$ cat src/rtl/mrc_pkg.sv
// Types, constants and helper functions of the Modbus RTU response checker.
`default_nettype none

package mrc_pkg;

  localparam int BUF_BYTES = 256;
  // Length and count width: holds BUF_BYTES + 2 and 5 + 255.
  localparam int LEN_W = ($clog2(BUF_BYTES + 3) > 9) ? $clog2(BUF_BYTES + 3) : 9;

  localparam int CFG_IDX_W    = 2;
  localparam int CFG_DATA_W   = 8;
  localparam int IN_TDATA_W   = 8;
  localparam int OUT_FIELDS_W = 52;
  localparam int OUT_TDATA_W  = 56;

  localparam logic [7:0]  FUNC_READ_HOLD    = 8'h03;
  localparam logic [7:0]  FUNC_READ_INPUT   = 8'h04;
  localparam logic [7:0]  FUNC_WRITE_SINGLE = 8'h06;
  localparam logic [7:0]  FUNC_WRITE_MULTI  = 8'h10;
  localparam logic [7:0]  FUNC_EXC_BIT      = 8'h80;
  localparam logic [15:0] CRC_POLY          = 16'hA001;
  localparam logic [15:0] CRC_INIT          = 16'hFFFF;
  localparam logic [15:0] FP_MULT           = 16'd131;
  localparam int          LEN_EXCEPTION     = 5;
  localparam int          LEN_WRITE         = 8;
  localparam int          LEN_READ_OVERHEAD = 5;

  typedef enum logic [2:0] {
    ST_OK             = 3'd0,
    ST_CRC_ERR        = 3'd1,
    ST_ADDR_MISMATCH  = 3'd2,
    ST_EXCEPTION      = 3'd3,
    ST_FUNC_MISMATCH  = 3'd4,
    ST_COUNT_MISMATCH = 3'd5
  } status_t;

  typedef enum logic [CFG_IDX_W-1:0] {
    CFG_ADDR       = 2'd0,
    CFG_FUNC       = 2'd1,
    CFG_COUNT      = 2'd2,
    CFG_WRITE_MODE = 2'd3
  } cfg_index_t;

  typedef enum logic {
    KIND_DATA   = 1'b0,
    KIND_STATUS = 1'b1
  } kind_t;

  typedef enum logic {
    CMD_BYTE    = 1'b0,
    CMD_RESTART = 1'b1
  } cmd_t;

  typedef struct packed {
    cmd_t       cmd;
    logic [7:0] rx_byte;
  } item_t;

  typedef struct packed {
    kind_t       kind;
    logic [7:0]  data_byte;
    logic [7:0]  data_index;
    status_t     status;
    logic [7:0]  exception_code;
    logic [15:0] fingerprint;
    logic [8:0]  frame_length;
  } result_t;

  // Byte-wide CRC-16 update, reflected polynomial, LSB first.
  function automatic logic [15:0] crc_feed(input logic [15:0] crc_in, input logic [7:0] b);
    logic [15:0] c;
    c = crc_in ^ {8'd0, b};
    for (int i = 0; i < 8; i++) begin
      if (c[0]) begin
        c = (c >> 1) ^ CRC_POLY;
      end else begin
        c = c >> 1;
      end
    end
    return c;
  endfunction

  function automatic logic is_read_func(input logic [7:0] f);
    return (f == FUNC_READ_HOLD) || (f == FUNC_READ_INPUT);
  endfunction

endpackage

`default_nettype wire

$ cat src/rtl/modbus_rtu_response_checker_top.sv
// Top level of the Modbus RTU response checker.
// Usage:
//  - s_axis: one word per received byte. tuser = cmd (0 byte, 1 restart),
//    tdata = rx_byte. A restart clears the frame state, never the config.
//  - m_axis: one word per result. tuser = kind (0 data byte, 1 frame status).
//    Data words carry read payload bytes in order; one status word ends a frame.
//    After the status word, bytes are ignored until a restart word.
//  - cfg: index 0 expected_addr, 1 expected_func, 2 expected_count,
//    3 write_mode. cfg_ready is always high; write only while idle.
// Timing: input register, one pass of logic (byte-wide CRC step, frame checks,
//  x131 fingerprint product), result register. An accepted word passes the
//  logic into the result register; one word per cycle while m_tready is high.
// Stall: while m_tready is low the result word holds and one more input word
//  can sit in the input register; s_tready then drops until m_tready returns.
// Reset (rst, synchronous): both stages empty, frame state cleared, config at
//  addr 0, func 0x03, count 1, read mode.
`default_nettype none

module modbus_rtu_response_checker_top (
  input  wire logic                                clk,
  input  wire logic                                rst,
  // input word: tuser = cmd
  input  wire logic                                s_axis_tvalid,
  output logic                                     s_axis_tready,
  input  wire logic [mrc_pkg::IN_TDATA_W-1:0]      s_axis_tdata,  // [7:0] rx_byte
  input  wire logic                                s_axis_tuser,  // [0] cmd
  // result word
  output logic                                     m_axis_tvalid,
  input  wire logic                                m_axis_tready,
  // [7:0] data_byte, [15:8] data_index, [18:16] status, [26:19] exception_code,
  // [42:27] fingerprint, [51:43] frame_length, [55:52] zero
  output logic [mrc_pkg::OUT_TDATA_W-1:0]          m_axis_tdata,
  output logic                                     m_axis_tuser,  // [0] kind
  // config write
  input  wire logic                                cfg_valid,
  output logic                                     cfg_ready,
  input  wire logic [mrc_pkg::CFG_IDX_W-1:0]       cfg_index,
  input  wire logic [mrc_pkg::CFG_DATA_W-1:0]      cfg_data
);
  import mrc_pkg::*;

  item_t   in_item, held_item;
  result_t res, out_res;
  logic    held_valid, advance, out_free, res_valid;

  assign cfg_ready = 1'b1;
  assign in_item   = '{cmd: cmd_t'(s_axis_tuser), rx_byte: s_axis_tdata};
  // held word moves through the logic when the result register can take it
  assign advance   = held_valid && out_free;

  mrc_in_stage u_in (
    .clk        (clk),
    .rst        (rst),
    .in_valid   (s_axis_tvalid),
    .in_ready   (s_axis_tready),
    .in_item    (in_item),
    .advance    (advance),
    .held_valid (held_valid),
    .held_item  (held_item)
  );

  mrc_engine u_engine (
    .clk       (clk),
    .rst       (rst),
    .cfg_valid (cfg_valid && cfg_ready),
    .cfg_index (cfg_index),
    .cfg_data  (cfg_data),
    .take      (advance),
    .item      (held_item),
    .res_valid (res_valid),
    .res       (res)
  );

  mrc_out_stage u_out (
    .clk       (clk),
    .rst       (rst),
    .advance   (advance),
    .res_valid (res_valid),
    .res       (res),
    .out_free  (out_free),
    .out_valid (m_axis_tvalid),
    .out_ready (m_axis_tready),
    .out_res   (out_res)
  );

  assign m_axis_tuser = out_res.kind;
  assign m_axis_tdata = {{(OUT_TDATA_W - OUT_FIELDS_W){1'b0}},
                         out_res.frame_length, out_res.fingerprint,
                         out_res.exception_code, out_res.status,
                         out_res.data_index, out_res.data_byte};

endmodule

`default_nettype wire

$ cat src/rtl/mrc_in_stage.sv
// Input register of the response checker.
`default_nettype none

module mrc_in_stage (
  input  wire logic          clk,
  input  wire logic          rst,
  input  wire logic          in_valid,
  output logic               in_ready,
  input  wire mrc_pkg::item_t in_item,
  input  wire logic          advance,
  output logic               held_valid,
  output mrc_pkg::item_t     held_item
);
  import mrc_pkg::*;

  logic accept;

  assign in_ready = !held_valid || advance;
  assign accept   = in_valid && in_ready;

  always_ff @(posedge clk) begin
    if (rst) begin
      held_valid <= 1'b0;
    end else begin
      held_valid <= accept || (held_valid && !advance);
    end
  end

  always_ff @(posedge clk) begin
    if (accept) begin
      held_item <= in_item;
    end
  end

endmodule

`default_nettype wire

$ cat src/rtl/mrc_engine.sv
// Frame tracking state, CRC, payload sum and result decision.
`default_nettype none

module mrc_engine (
  input  wire logic                             clk,
  input  wire logic                             rst,
  input  wire logic                             cfg_valid,
  input  wire logic [mrc_pkg::CFG_IDX_W-1:0]   cfg_index,
  input  wire logic [mrc_pkg::CFG_DATA_W-1:0]  cfg_data,
  input  wire logic                             take,
  input  wire mrc_pkg::item_t                   item,
  output logic                                  res_valid,
  output mrc_pkg::result_t                      res
);
  import mrc_pkg::*;

  // config
  logic [7:0] expected_addr;
  logic [7:0] expected_func;
  logic [6:0] expected_count;
  logic       write_mode;

  // reception state
  logic [LEN_W-1:0] received_count, received_count_next;
  logic [LEN_W-1:0] expected_length, expected_length_next;
  logic [7:0]       function_byte, function_byte_next;
  logic [7:0]       count_byte, count_byte_next;
  logic [7:0]       addr_byte, addr_byte_next;
  logic [15:0]      running_crc, running_crc_next;
  logic [15:0]      held_bytes, held_bytes_next;
  logic [15:0]      payload_sum, payload_sum_next;
  logic             frame_done, frame_done_next;

  logic [7:0]       b;
  logic [LEN_W-1:0] pos, count_inc, len, el_sum, idx_full;
  logic             blocked, dropped, emit_data, is_rd;
  logic [15:0]      crc_rx, fp_calc;
  status_t          st;

  always_ff @(posedge clk) begin
    if (rst) begin
      expected_addr  <= 8'd0;
      expected_func  <= FUNC_READ_HOLD;
      expected_count <= 7'd1;
      write_mode     <= 1'b0;
    end else if (cfg_valid) begin
      case (cfg_index_t'(cfg_index))
        CFG_ADDR:       expected_addr  <= cfg_data;
        CFG_FUNC:       expected_func  <= cfg_data;
        CFG_COUNT:      expected_count <= cfg_data[6:0];
        CFG_WRITE_MODE: write_mode     <= cfg_data[0];
        default:        expected_addr  <= expected_addr;
      endcase
    end
  end

  always_ff @(posedge clk) begin
    if (rst) begin
      received_count  <= '0;
      expected_length <= '0;
      function_byte   <= 8'd0;
      count_byte      <= 8'd0;
      addr_byte       <= 8'd0;
      running_crc     <= CRC_INIT;
      held_bytes      <= 16'd0;
      payload_sum     <= 16'd0;
      frame_done      <= 1'b0;
    end else begin
      received_count  <= received_count_next;
      expected_length <= expected_length_next;
      function_byte   <= function_byte_next;
      count_byte      <= count_byte_next;
      addr_byte       <= addr_byte_next;
      running_crc     <= running_crc_next;
      held_bytes      <= held_bytes_next;
      payload_sum     <= payload_sum_next;
      frame_done      <= frame_done_next;
    end
  end

  assign b         = item.rx_byte;
  assign pos       = received_count;
  assign count_inc = received_count + LEN_W'(1);
  assign blocked   = frame_done || (received_count >= LEN_W'(BUF_BYTES));
  // address filter on the first byte of a frame
  assign dropped   = (received_count == '0) && (expected_addr != 8'd0) && (b != expected_addr);
  assign idx_full  = pos - LEN_W'(3);
  assign crc_rx    = {held_bytes_next[7:0], held_bytes_next[15:8]};
  assign fp_calc   = payload_sum_next * FP_MULT;

  // Check order: crc, address, exception (read mode only), function, count.
  always_comb begin
    if (crc_rx != running_crc_next) begin
      st = ST_CRC_ERR;
    end else if (addr_byte_next != expected_addr) begin
      st = ST_ADDR_MISMATCH;
    end else if (!write_mode && ((function_byte_next & FUNC_EXC_BIT) != 8'd0)) begin
      st = ST_EXCEPTION;
    end else if (function_byte_next != expected_func) begin
      st = ST_FUNC_MISMATCH;
    end else if (!write_mode && is_read_func(function_byte_next) &&
                 (count_byte_next != {expected_count, 1'b0})) begin
      st = ST_COUNT_MISMATCH;
    end else begin
      st = ST_OK;
    end
  end

  always_comb begin
    received_count_next  = received_count;
    expected_length_next = expected_length;
    function_byte_next   = function_byte;
    count_byte_next      = count_byte;
    addr_byte_next       = addr_byte;
    running_crc_next     = running_crc;
    held_bytes_next      = held_bytes;
    payload_sum_next     = payload_sum;
    frame_done_next      = frame_done;
    res_valid            = 1'b0;
    res                  = '0;
    emit_data            = 1'b0;
    len                  = '0;
    is_rd                = 1'b0;
    el_sum               = '0;

    if (take) begin
      if (item.cmd == CMD_RESTART) begin
        received_count_next  = '0;
        expected_length_next = '0;
        function_byte_next   = 8'd0;
        count_byte_next      = 8'd0;
        addr_byte_next       = 8'd0;
        running_crc_next     = CRC_INIT;
        held_bytes_next      = 16'd0;
        payload_sum_next     = 16'd0;
        frame_done_next      = 1'b0;
      end else if (!blocked && !dropped) begin
        // CRC lags two bytes behind: the last two are the received CRC
        if (pos >= LEN_W'(2)) begin
          running_crc_next = crc_feed(running_crc, held_bytes[15:8]);
        end
        held_bytes_next     = {held_bytes[7:0], b};
        received_count_next = count_inc;
        if (pos == LEN_W'(0)) begin
          addr_byte_next = b;
        end else if (pos == LEN_W'(1)) begin
          function_byte_next = b;
        end else if (pos == LEN_W'(2)) begin
          count_byte_next = b;
        end

        // header bytes including this one, before any restart below
        is_rd  = is_read_func(function_byte_next);
        el_sum = LEN_W'(LEN_READ_OVERHEAD) + LEN_W'(count_byte_next);

        if (!write_mode && (expected_length == '0) && (count_inc >= LEN_W'(2))) begin
          if ((function_byte_next & FUNC_EXC_BIT) != 8'd0) begin
            expected_length_next = LEN_W'(LEN_EXCEPTION);
          end else if ((function_byte_next == FUNC_WRITE_SINGLE) ||
                       (function_byte_next == FUNC_WRITE_MULTI)) begin
            expected_length_next = LEN_W'(LEN_WRITE);
          end
        end

        if (!write_mode && (expected_length_next == '0) && (count_inc >= LEN_W'(3)) &&
            is_rd && (el_sum > LEN_W'(BUF_BYTES))) begin
          // read too long for the buffer: start over
          received_count_next  = '0;
          expected_length_next = '0;
          function_byte_next   = 8'd0;
          count_byte_next      = 8'd0;
          addr_byte_next       = 8'd0;
          running_crc_next     = CRC_INIT;
          held_bytes_next      = 16'd0;
          payload_sum_next     = 16'd0;
          frame_done_next      = 1'b0;
        end else begin
          if (!write_mode && (expected_length_next == '0) && (count_inc >= LEN_W'(3)) &&
              is_rd) begin
            expected_length_next = el_sum;
          end

          len = write_mode ? LEN_W'(LEN_WRITE) : expected_length_next;

          emit_data = !write_mode && is_rd && (expected_length_next != '0) &&
                      (pos >= LEN_W'(3)) && ((pos + LEN_W'(2)) < expected_length_next);

          if (emit_data) begin
            payload_sum_next = payload_sum + {8'd0, b};
            res_valid        = 1'b1;
            res.kind         = KIND_DATA;
            res.data_byte    = b;
            res.data_index   = idx_full[7:0];
          end else if ((len != '0) && (count_inc >= len)) begin
            frame_done_next    = 1'b1;
            res_valid          = 1'b1;
            res.kind           = KIND_STATUS;
            res.status         = st;
            res.exception_code = (st == ST_EXCEPTION) ? count_byte_next : 8'd0;
            res.fingerprint    = fp_calc;
            res.frame_length   = len[8:0];
          end
        end
      end
    end
  end

endmodule

`default_nettype wire

$ cat src/rtl/mrc_out_stage.sv
// Result register of the response checker.
`default_nettype none

module mrc_out_stage (
  input  wire logic             clk,
  input  wire logic             rst,
  input  wire logic             advance,
  input  wire logic             res_valid,
  input  wire mrc_pkg::result_t res,
  output logic                  out_free,
  output logic                  out_valid,
  input  wire logic             out_ready,
  output mrc_pkg::result_t      out_res
);
  import mrc_pkg::*;

  assign out_free = !out_valid || out_ready;

  always_ff @(posedge clk) begin
    if (rst) begin
      out_valid <= 1'b0;
    end else if (out_free) begin
      out_valid <= advance && res_valid;
    end
  end

  always_ff @(posedge clk) begin
    if (out_free && advance && res_valid) begin
      out_res <= res;
    end
  end

endmodule

`default_nettype wire

$ cat config.mk
export PLATFORM = sky130hd
export DESIGN_NAME = modbus_rtu_response_checker_top
export DESIGN_NICKNAME = d
export VERILOG_FILES = /design/src/rtl/mrc_pkg.sv /design/src/rtl/modbus_rtu_response_checker_top.sv /design/src/rtl/mrc_in_stage.sv /design/src/rtl/mrc_engine.sv /design/src/rtl/mrc_out_stage.sv
export SDC_FILE = /design/constraint.sdc
export NUM_CORES = 1
export LEC_CHECK = 0
export ABC_AREA = 1
export BUFFER_PORTS_ARGS = -buffer_cell sky130_fd_sc_hd__buf_2
export CORE_UTILIZATION = 44
export CTS_BUF_LIST = sky130_fd_sc_hd__clkbuf_8
export DETAILED_ROUTE_END_ITERATION = 6
export PLACE_DENSITY_LB_ADDON = 0.12
export SLEW_MARGIN = 15
export SYNTH_ARGS = -nofsm -noshare
export SYNTH_HDL_FRONTEND = slang
export SYNTH_HIERARCHICAL = 1
export SYNTH_SLANG_ARGS = --single-unit
$ cat constraint.sdc
create_clock -name clk -period 8.2 [get_ports clk]
set_input_delay 0.41 -clock clk [delete_from_list [all_inputs] [get_ports clk]]
set_output_delay 0.41 -clock clk [all_outputs]
set_load 0.02 [all_outputs]
==> metrics.cfg, run 1 <==
[run_status]
status = finished, violations left
violations = DRC

[layout]
multi_input_comb_area_mm2 = 0.00643
post-route-util_pct = 50.6
fillers = 2684
nNetsFinal = 1825
num_antenna_cells = 0
drive_above_1_share_pct = 14.9
area_growth_pct = 12.7
seq_area_mm2 = 0.00421

[synth]
syn_inst = 1620
synth_warnings = 6
synthFlopType = dfxtp_1
synth_compound_area_share_pct = 12.0
ys_seq_elements = 179
synth-simple-area-share_pct = 27.0
synthXorXnorAreaFrac_pct = 5.22
synth_mux_area_share_pct = 0
synth_edf_count = 62
netlist_top_cells_area = dfxtp_1, edfxtp_1, nand2_1
synth_top_family_by_area = simple AND/OR/NAND/NOR gates
synthesis.area_mm2 = 0.0117
yosysTopAreaCellShare_pct = 20.0
synthDistinctLibCells = 53
syn_avg_cell_area_um2 = 7.25
synthAdderAreaFrac_pct = 9.21
seq_area_frac_synth_pct = 35.8
synth_top_area_cell = dfxtp_1
async_flop_share_pct = 0

[critical_path]
path_common_cell = nand2_1
required_ns = 8.41
slowest_delay_ns = 0.48
cp-start-kind = register
cp_max_fo = 8
r2r_slack_ns = 0.52
criticalPathCategory = register to register
endpoint_kind = register
worstPathArrival_ns = 7.89
crit_slowest_cell = fa_1

[clock_tree]
cts_hold_buf = 0
clkSinkCount = 179
cts_buffers = 17
cts_root_buf = clkbuf_8
cts_tree = yes
clkTransAtPathRegs_ns = 0.11
clk_path_buf_depth = 2
htreeDepth = 4
clkLatencyLatePin_ns = 0.48

[detailed_routing]
drt_pre_antenna_iters = 7
vias = 10647
drc = 10
avgViaCountPerCell = 5.15
drtIter0Drc = 751
avgRoutedWirePerCell_um = 15.9
ant_nets = 0
wl_mm = 32.8

[placed_design]
routabilityCongestion = 0.922
hpwl_mm = 24.5
port_buffers = 78

[power]
p_comb_share_pct = 18.6
power_w = 0.00194
p_switching_w = 0.000663
p_per_area_mw_per_mm2 = 147
sw_frac_of_total_pct = 34.2
p_leak_nw = 6.01
internal_power_w = 0.00128
clockPowerShare_pct = 32.4
ir_drop_mv = 0.102
p_seq_share_pct = 49.1

[run]
maxCapViolations = 0

[global_route]
grt_overflow = 0
grt.busiest_layer = met2
grt_pass1_vias = 9623
grtUsageMet1_pct = 34.6
grt_use_met3_pct = 2.57
grtUsageMet2_pct = 39.9
antenna_found_initial = 0
grt_use_total_pct = 24.5
grt_pass1_wl_mm = 51.3
grt_max_degree = 72

[timing]
holdWs_ns = 0.100
finalWorstPathRequiredPeriod_ns = 7.68
worst_pin_slew_ns = 1.10
finClkSkew_ns = 0.0183
period_share_pct = 93.6
hold_viol = 0
fmax_mhz = 130
setup_viol = 0
max-slew-margin-rel_pct = 26.2
drv_slew = 0

[die]
die_x_um = 165
fp.dieH_um = 165
die_area_mm2 = 0.0273
start_util_pct = 44.9
core.rowCount = 59
io_pins = 84
core_region_area_mm2 = 0.0261

[worst_hold_path]
min_path_type = input port to register

==> repair_timing <==
action / in CTS / in global routing
resized for setup: 1 / 44
endpoints found under the hold margin: 0 / 0
pin swaps: 2 / 13
endpoints found under the setup margin: 1 / 4
setup buffers: 4 / 17
gates cloned: 0 / 1
==> flip-flops by register name (all words and copies together) (netlist names) <==
register and count:
u_engine/addr_byte 8, u_engine/count_byte 8, u_engine/expected_addr 8, u_engine/expected_count 7, u_engine/expected_func 8, u_engine/expected_length 9, u_engine/frame_done 1, u_engine/function_byte 8
u_engine/held_bytes 16, u_engine/payload_sum 16, u_engine/pos 9, u_engine/running_crc 16, u_engine/write_mode 1, u_in/held_item 9, u_in/held_valid 1, u_out/out_res 53
u_out/out_valid 1
==> power groups by stage <==
stage / Combinational [W] / Clock (W) / Sequential [W]
global route: 0.000402 / 0.000678 / 0.000955
floorplan: 0.000244 / 0 / 0.000967
CTS: 0.000345 / 0.000643 / 0.000952
finish: 0.000360 / 0.000628 / 0.000952
global placement: 0.000332 / 0 / 0.000972
detailed placement: 0.000335 / 0 / 0.000972
==> worst max-delay path: cells and delay by family (launching register included) <==
| kind | cells | cell delay, ns |
|---|---|---|
| XOR/XNOR | 1 | 0.18 |
| AO/OA/AOI/OAI | 12 | 1.55 |
| AND/OR/NAND/NOR | 27 | 3.05 |
| flip-flops | 1 | 0.40 |
| buffers and inverters | 4 | 0.37 |
| adder cells (fa/ha/maj) | 6 | 1.89 |
==> cell usage in the layout (no fill, tap or decap), drive strengths merged, types with 2 or more instances in the layout <==
master  count
a21o        2
a31oi       3
nor4        8
nor2      208
o21ai     119
or2         4
nor3       13
ha         72
edfxtp     62
nand3      65
xnor2      26
clkinv     13
buf       128
conb        5
o211ai     21
xor2       44
dfxtp     117
fa          9
o22ai       9
o21bai      3
clkbuf     17
nor3b       2
a211oi      2
o21a        3
nand2     399
inv       259
nand4      29
a21oi      85
==> final timing paths <==
kind / startpoint / end / cells past startpoint
setup / recovery: u_engine/pos[0] / u_out/out_res[24] / 50
hold / removal: s_axis_tdata[4] / u_in/held_item[4] / 1
setup reg to reg: u_engine/pos[0] / u_out/out_res[24] / 50
hold reg to reg: u_engine/expected_count[5] / u_engine/expected_count[5] / 2
==> area by class of cell <==
cell class / count / area share (%)
multi-input cells: 1137 / 48.6
flip-flops and latches: 179 / 31.9
inverters: 257 / 7.33
repair buffers: 128 / 6.01
well taps: 335 / 3.17
clock buffers: 17 / 1.77
clock inverters: 15 / 1.27
==> per-stage QoR <==
stage	setup TNS [ns]	std cells	worst slack, ns	instance area (um2)
final	0	2068	0.522	13200
after global routing	-0.0186	2068	-0.0186	13200
after CTS	0	2050	0.00509	12900
after detailed placement	-0.142	2014	-0.142	12500
after global placement	0	2014	0.0573	12500
after floorplan	0	1623	0.863	11800
==> cells in the mapped netlist (all sizes together), types with 3 or more instances <==
cell    instances
clkbuf         29
dfxtp         117
fa              9
o22ai           9
xnor2          26
o21ai         119
nand4          29
buf            22
edfxtp         62
a31oi           3
o21bai          3
nor3           13
xor2           44
clkinv          5
or2             4
nor4            8
inv           252
nand3          64
nand2         399
o211ai         21
o21a            3
a21oi          85
nor2          208
ha             72
==> layer usage <==
layer | share of wire [%] | up-vias | routed length, um
li1 | - | 5387 | -
met1 | 48 | 4937 | 15700
met2 | 46 | 297 | 15000
met3 | 5.1 | 26 | 1660
met4 | 1.4 | 0 | 466
met5 | 0 | - | 0
==> cells by family after synthesis <==
| logic type | after synthesis |
|---|---|
| compound gates | 251 |
| xor+xnor | 70 |
| fa+ha+maj | 81 |
| buf+inv | 308 |
| flops | 179 |
| other cells | 2 |
| simple gates | 729 |
Note: power is estimated with default switching activity, not from simulation.
==> inputs of run 2 (changes only) <==
- CORE_ASPECT_RATIO: default -> 1.1
==> run 2 against run 1 <==
  * The flow now finishes without violations
  * Register-to-register slack improved by 0.09 ns
  * Final area grew 0.54%
  * Critical path type unchanged
  * Global-route usage increased by 0.81 points
  * Non-clock buffer count increased by 4
  * Flip-flop and latch count is the same
  * Maximum frequency is 1.1% higher
  * Via count down 0.92%
==> metrics.cfg, run 2 (synthesis results as in run 1) <==
[timing]
period_share_pct = 92.6  ; -1.0 points
finClkSkew_ns = 0.0200  ; +0.00171 ns
fmax_mhz = 132  ; +1.1%
hold_viol = 0  ; unchanged
holdWs_ns = 0.0903  ; -0.00977 ns
drv_slew = 0  ; unchanged
setup_viol = 0  ; unchanged
max-slew-margin-rel_pct = 36.5  ; +10 points
worst_pin_slew_ns = 0.946  ; -0.157 ns
finalWorstPathRequiredPeriod_ns = 7.59  ; -0.0861 ns

[run]
maxCapViolations = 0  ; unchanged

[detailed_routing]
met2_wirelength_mm = 16.5  ; +10%
wl_met1_mm = 15.0  ; -4.4%
avgRoutedWirePerCell_um = 16.1  ; +1.6%
top_layer = met4
wl_mm = 33.7  ; +2.6%
drc = 0  ; -10
avgViaCountPerCell = 5.05  ; -2.0%
met3_length_mm = 1.28  ; -23%
vias = 10549  ; -0.92%
ant_nets = 0  ; unchanged
drt_pre_antenna_iters = 5  ; -2
drtIter0Drc = 665  ; -11%

[die]
io_pins = 84  ; unchanged
start_util_pct = 44.9  ; about the same
fp.dieH_um = 173  ; +4.8%
core_region_area_mm2 = 0.0261  ; about the same
die_area_mm2 = 0.0273  ; about the same
core.rowCount = 62  ; +5.1%
die_x_um = 158  ; -4.6%

[critical_path]
crit_slowest_cell = dfxtp_1
slowest_delay_ns = 0.33  ; -0.15 ns
criticalPathCategory = register to register
worstPathArrival_ns = 7.83  ; -0.06 ns
endpoint_kind = register
r2r_slack_ns = 0.61  ; +0.09 ns
rr_endpoint = u_out/out_res[24]
r2r-start = u_engine/pos[2]
reg2regPathDepth = 51  ; +2.0%
cp_max_fo = 7  ; -1
required_ns = 8.44  ; +0.03 ns
cp-start-kind = register
path_common_cell = nand2_1

[layout]
largest_reg_flops = 53  ; unchanged
registers.top_by_ff_count = u_out/out_res
num_antenna_cells = 0  ; unchanged
fin_area_mm2 = 0.0133  ; +0.54%
drive_above_1_share_pct = 15.3  ; +0.36 points
final_cell_mix = nand2_1, inv_1, nor2_1, dfxtp_1
final_cells = 2090  ; +1.1%
nNetsFinal = 1830  ; +0.27%
final_common_cell = nand2_1
area_growth_pct = 13.3

[worst_hold_path]
min_path_type = input port to register
hold_depth = 1  ; unchanged
worstHoldEndpoint = u_in/held_item[1]
hp-start = s_axis_tdata[1]

[placed_design]
hpwl_mm = 25.2  ; +3.0%
routabilityCongestion = 0.944  ; +2.4%
port_buffers = 78  ; unchanged
placed_area_mm2 = 0.0125  ; +0.35%
placed_cells = 2034  ; +0.99%

[clock_tree]
clk_path_buf_depth = 2  ; unchanged
clkTransAtPathRegs_ns = 0.12  ; about the same
cts_tree = yes
cts_buffers = 17  ; unchanged
cts_root_buf = clkbuf_8
cts_hold_buf = 0  ; unchanged
clkSinkCount = 179  ; unchanged
htreeDepth = 4  ; unchanged
clkLatencyLatePin_ns = 0.50  ; +0.02 ns

[global_route]
grt_pass1_wl_mm = 52.9  ; +3.0%
antenna_found_initial = 0  ; unchanged
grt_pass1_vias = 9894  ; +2.8%
grt_overflow = 0  ; unchanged
grt_max_degree = 57  ; -21%
grt_use_total_pct = 25.3  ; +0.81 points

[power]
ir_drop_mv = 0.0843  ; -18%
p_leak_nw = 6.05  ; +0.61%
p_per_area_mw_per_mm2 = 147  ; +0.30%

[run_status]
status = complete, no violations

run 2: worst max path at each step:
stage | depth (start not counted) | from | to
after floorplan | 30 | u_engine/pos[0] | u_out/out_res[0]
final | 51 | u_engine/pos[2] | u_out/out_res[24]
after CTS | 53 | u_engine/pos[1] | u_out/out_res[24]
after global placement | 49 | u_engine/pos[1] | u_out/out_res[24]
after detailed placement | 54 | u_engine/pos[1] | u_out/out_res[24]
after global routing | 52 | u_engine/pos[0] | u_out/out_res[24]
run 2: cell type report:
class | count | area, um2
fillers | 2682 | 12800
multi-input cells | 1138 | 6460
flip-flops and latches | 179 | 4210
inverters | 257 | 975
repair buffers | 132 | 800
well taps | 352 | 440
clock buffers | 17 | 234
clock inverters | 15 | 176
run 2: what timing repair did:
| item | 4_1_cts | 5_1_grt |
|---|---|---|
| gates resized for setup | 1 | 49 |
| endpoints found under the hold margin | 0 | 0 |
| setup endpoints to repair | 1 | 4 |
| cloned | 0 | 2 |
| pin swaps | 1 | 24 |
| setup buffers | 2 | 20 |
run 2: power by group:
group | switching (W) | internal [W]
sequential | 0.0000201 | 0.000933
clock | 0.000409 | 0.000237
combinational | 0.000245 | 0.000114
total | 0.000674 | 0.00128
run 2: critical path, delay by kind of cell, from the launching register on:
family	cells	cell delay (ns)
adder cells (fa/ha/maj)	7	1.86
AO/OA/AOI/OAI	15	2.04
AND/OR/NAND/NOR	22	2.33
buffers and inverters	6	0.52
XOR/XNOR	1	0.25
flip-flops	1	0.33
run 2: per-layer routing:
layer | up-vias | global-route usage [%]
met5 | - | 0
met4 | 0 | 9.51
met3 | 43 | 2.75
met2 | 242 | 43.9
met1 | 4861 | 32.0
li1 | 5403 | -
run 2: metrics by stage:
stage | util, % | total power, W | setup TNS, ns | setup slack (ns)
4_1_cts | 49.6 | 0.00196 | 0 | 0.0533
3_3_place_gp | 48.0 | 0.00131 | 0 | 0.207
6_report | 50.9 | 0.00196 | 0 | 0.608
3_5_place_dp | 48.0 | 0.00131 | -0.0312 | -0.0312
2_1_floorplan | - | 0.00121 | 0 | 0.863
5_1_grt | 50.9 | 0.00205 | -0.0534 | -0.0534
==> inputs of run 3 (changes only) <==
- CORE_MARGIN: default -> 3
==> run 3 against run 2 <==
  * Non-clock buffer count shrank 3
  * Register-to-register slack worse by 0.05 ns
  * Maximum frequency is 0.66% lower
  * Worst setup slack lost 0.050 ns
  * Final area down 0.67%
  * Core utilization decreased by 0.49 points
  * Routed wire length is 1.2% higher
  * Combinational power is essentially flat
  * Sequential power is essentially flat
  * Clock power fell by 8.7%
  * Die area is 4.9% higher
  * First-iteration DRC count grew 20%
==> metrics.cfg, run 3 (synthesis results as in run 1) <==
[detailed_routing]
ant_nets = 0  ; unchanged
avgRoutedWirePerCell_um = 16.3  ; +1.3%
vias = 10596  ; +0.45%
drt_pre_antenna_iters = 5  ; unchanged
wl_mm = 34.1  ; +1.2%
drtIter0Drc = 796  ; +20%
avgViaCountPerCell = 5.08  ; +0.59%
drc = 0  ; unchanged

[die]
die_area_mm2 = 0.0287  ; +4.9%
core_region_area_mm2 = 0.0262  ; +0.30%
core.rowCount = 62  ; unchanged
die_x_um = 162  ; +2.5%
start_util_pct = 44.8  ; -0.13 points
io_pins = 84  ; unchanged
fp.dieH_um = 177  ; +2.3%

[power]
internal_power_w = 0.00127  ; -1.4%
p_switching_w = 0.000636  ; -5.5%
p_leak_nw = 6.03  ; -0.30%
power_w = 0.00190  ; -2.8%
p_comb_share_pct = 18.9  ; +0.6 points
p_seq_share_pct = 50.0  ; +1.3 points
clockPowerShare_pct = 31.0  ; -2.0 points
ir_drop_mv = 0.0909  ; +7.8%
p_per_area_mw_per_mm2 = 144  ; -2.2%
sw_frac_of_total_pct = 33.5  ; -0.95 points

[clock_tree]
cts_hold_buf = 0  ; unchanged
cts_buffers = 17  ; unchanged
clkSinkCount = 179  ; unchanged
clkTransAtPathRegs_ns = 0.11  ; about the same
clk_path_buf_depth = 2  ; unchanged
cts_tree = yes
htreeDepth = 4  ; unchanged
cts_root_buf = clkbuf_8
clkLatencyLatePin_ns = 0.48  ; -0.02 ns

[global_route]
grt_max_degree = 57  ; unchanged
grt_pass1_vias = 10034  ; +1.4%
grt_pass1_wl_mm = 53.8  ; +1.7%
grt_use_total_pct = 23.9  ; -1.4 points
grt_overflow = 0  ; unchanged
antenna_found_initial = 0  ; unchanged

[critical_path]
cp-start-kind = register
cp_max_fo = 8  ; +1
endpoint_kind = register
criticalPathCategory = register to register
crit_slowest_cell = fa_1
required_ns = 8.42  ; -0.02 ns
worstPathArrival_ns = 7.87  ; +0.04 ns
path_common_cell = nand2_1
slowest_delay_ns = 0.61  ; +0.28 ns

[layout]
fillers = 2684  ; +0.075%
final_cells = 2087  ; -0.14%
area_growth_pct = 12.5
num_antenna_cells = 0  ; unchanged
final_common_cell = nand2_1
drive_above_1_share_pct = 14.9  ; -0.38 points
largest_reg_flops = 53  ; unchanged
nNetsFinal = 1827  ; -0.16%
final_cell_mix = nand2_1, inv_1, nor2_1, dfxtp_1, a21oi_1
registers.top_by_ff_count = u_out/out_res

[run]
maxCapViolations = 0  ; unchanged

[worst_hold_path]
min_path_type = input port to register

[placed_design]
port_buffers = 78  ; unchanged
pre_cts_ws_ns = 0.0228  ; +0.0541 ns
routabilityCongestion = 0.908  ; -3.8%
hpwl_mm = 25.6  ; +1.6%
placed_cells = 2031  ; -0.15%

[timing]
worst_pin_slew_ns = 1.12  ; +0.179 ns
finalWorstPathRequiredPeriod_ns = 7.64  ; +0.0501 ns
max-slew-margin-rel_pct = 24.7  ; -12 points
layout_setup_ws_ns = 0.558  ; -0.0501 ns
setup_viol = 0  ; unchanged
drv_slew = 0  ; unchanged
period_share_pct = 93.2  ; +0.61 points
hold_viol = 0  ; unchanged
finClkSkew_ns = 0.0182  ; -0.00175 ns
holdWs_ns = 0.0990  ; +0.00866 ns
fmax_mhz = 131  ; -0.66%

[run_status]
status = complete, no violations

run 3: changes by cell type in the layout (fill, tap and decap cells not counted), sizes merged:
cell and change:
buf -3, clkinv -1, inv +2, nand3 -1
run 3: worst max-delay path: cells and delay by family (launching register included):
kind / cells / cell delay, ns
adders and majority gates: 6 / 1.92
xor gates and xnor gates: 1 / 0.22
buffers and inverters: 3 / 0.32
and+or+nand+nor: 27 / 3.03
DFF: 1 / 0.38
AOI/OAI and AO/OA: 12 / 1.48
run 3: repair_timing:
action                                  CTS  global route
endpoints found under the setup margin    1             4
pin swaps                                 0            18
gates cloned                              0             2
resized for setup                         1            42
setup buffers                             0            22
hold endpoints to repair                  0             0
run 3: layout make-up:
| type | count | area, um2 | area share (%) |
|---|---|---|---|
| clock buffer | 17 | 234 | 1.77 |
| clock inverter | 15 | 119 | 0.900 |
| sequential | 179 | 4210 | 31.9 |
| tap | 352 | 440 | 3.33 |
| inverter | 257 | 970 | 7.34 |
| timing repair buffer | 129 | 798 | 6.04 |
| multi-input combinational | 1137 | 6430 | 48.7 |
| timing repair inverter | 1 | 5.00 | 0.0379 |
run 3: final timing paths:
kind	slack, ns	cells after the start	end	start
worst max-delay path	0.56	49	u_out/out_res[24]	u_engine/pos[1]
worst min register to register	0.48	2	u_engine/expected_count[6]	u_engine/expected_count[6]
worst max register to register	0.56	49	u_out/out_res[24]	u_engine/pos[1]
worst min-delay path	0.1	1	u_in/held_item[5]	s_axis_tdata[5]
run 3: layer usage:
metal | global-route usage, % | vias to the layer above | routed length [um]
li1 | - | 5384 | -
met2 | 40.8 | 277 | 16200
met4 | 9.03 | 0 | 1120
met1 | 31.0 | 4888 | 15200
met5 | 0 | - | 0
met3 | 3.22 | 47 | 1540
run 3: per-stage QoR:
stage / setup TNS (ns) / cell area (um2) / util, %
floorplan: 0 / 11800 / -
global placement: 0 / 12500 / 47.7
detailed placement: 0 / 12500 / 47.7
CTS: 0 / 12900 / 49.1
global route: -0.0292 / 13200 / 50.4
finish: 0 / 13200 / 50.4
run 3: power by group through the flow:
stage | sequential (W) | clock (W) | combinational (W)
global placement | 0.000971 | 0 | 0.000337
finish | 0.000952 | 0.000590 | 0.000360
CTS | 0.000951 | 0.000606 | 0.000341
global route | 0.000954 | 0.000647 | 0.000404
floorplan | 0.000967 | 0 | 0.000244
detailed placement | 0.000972 | 0 | 0.000339
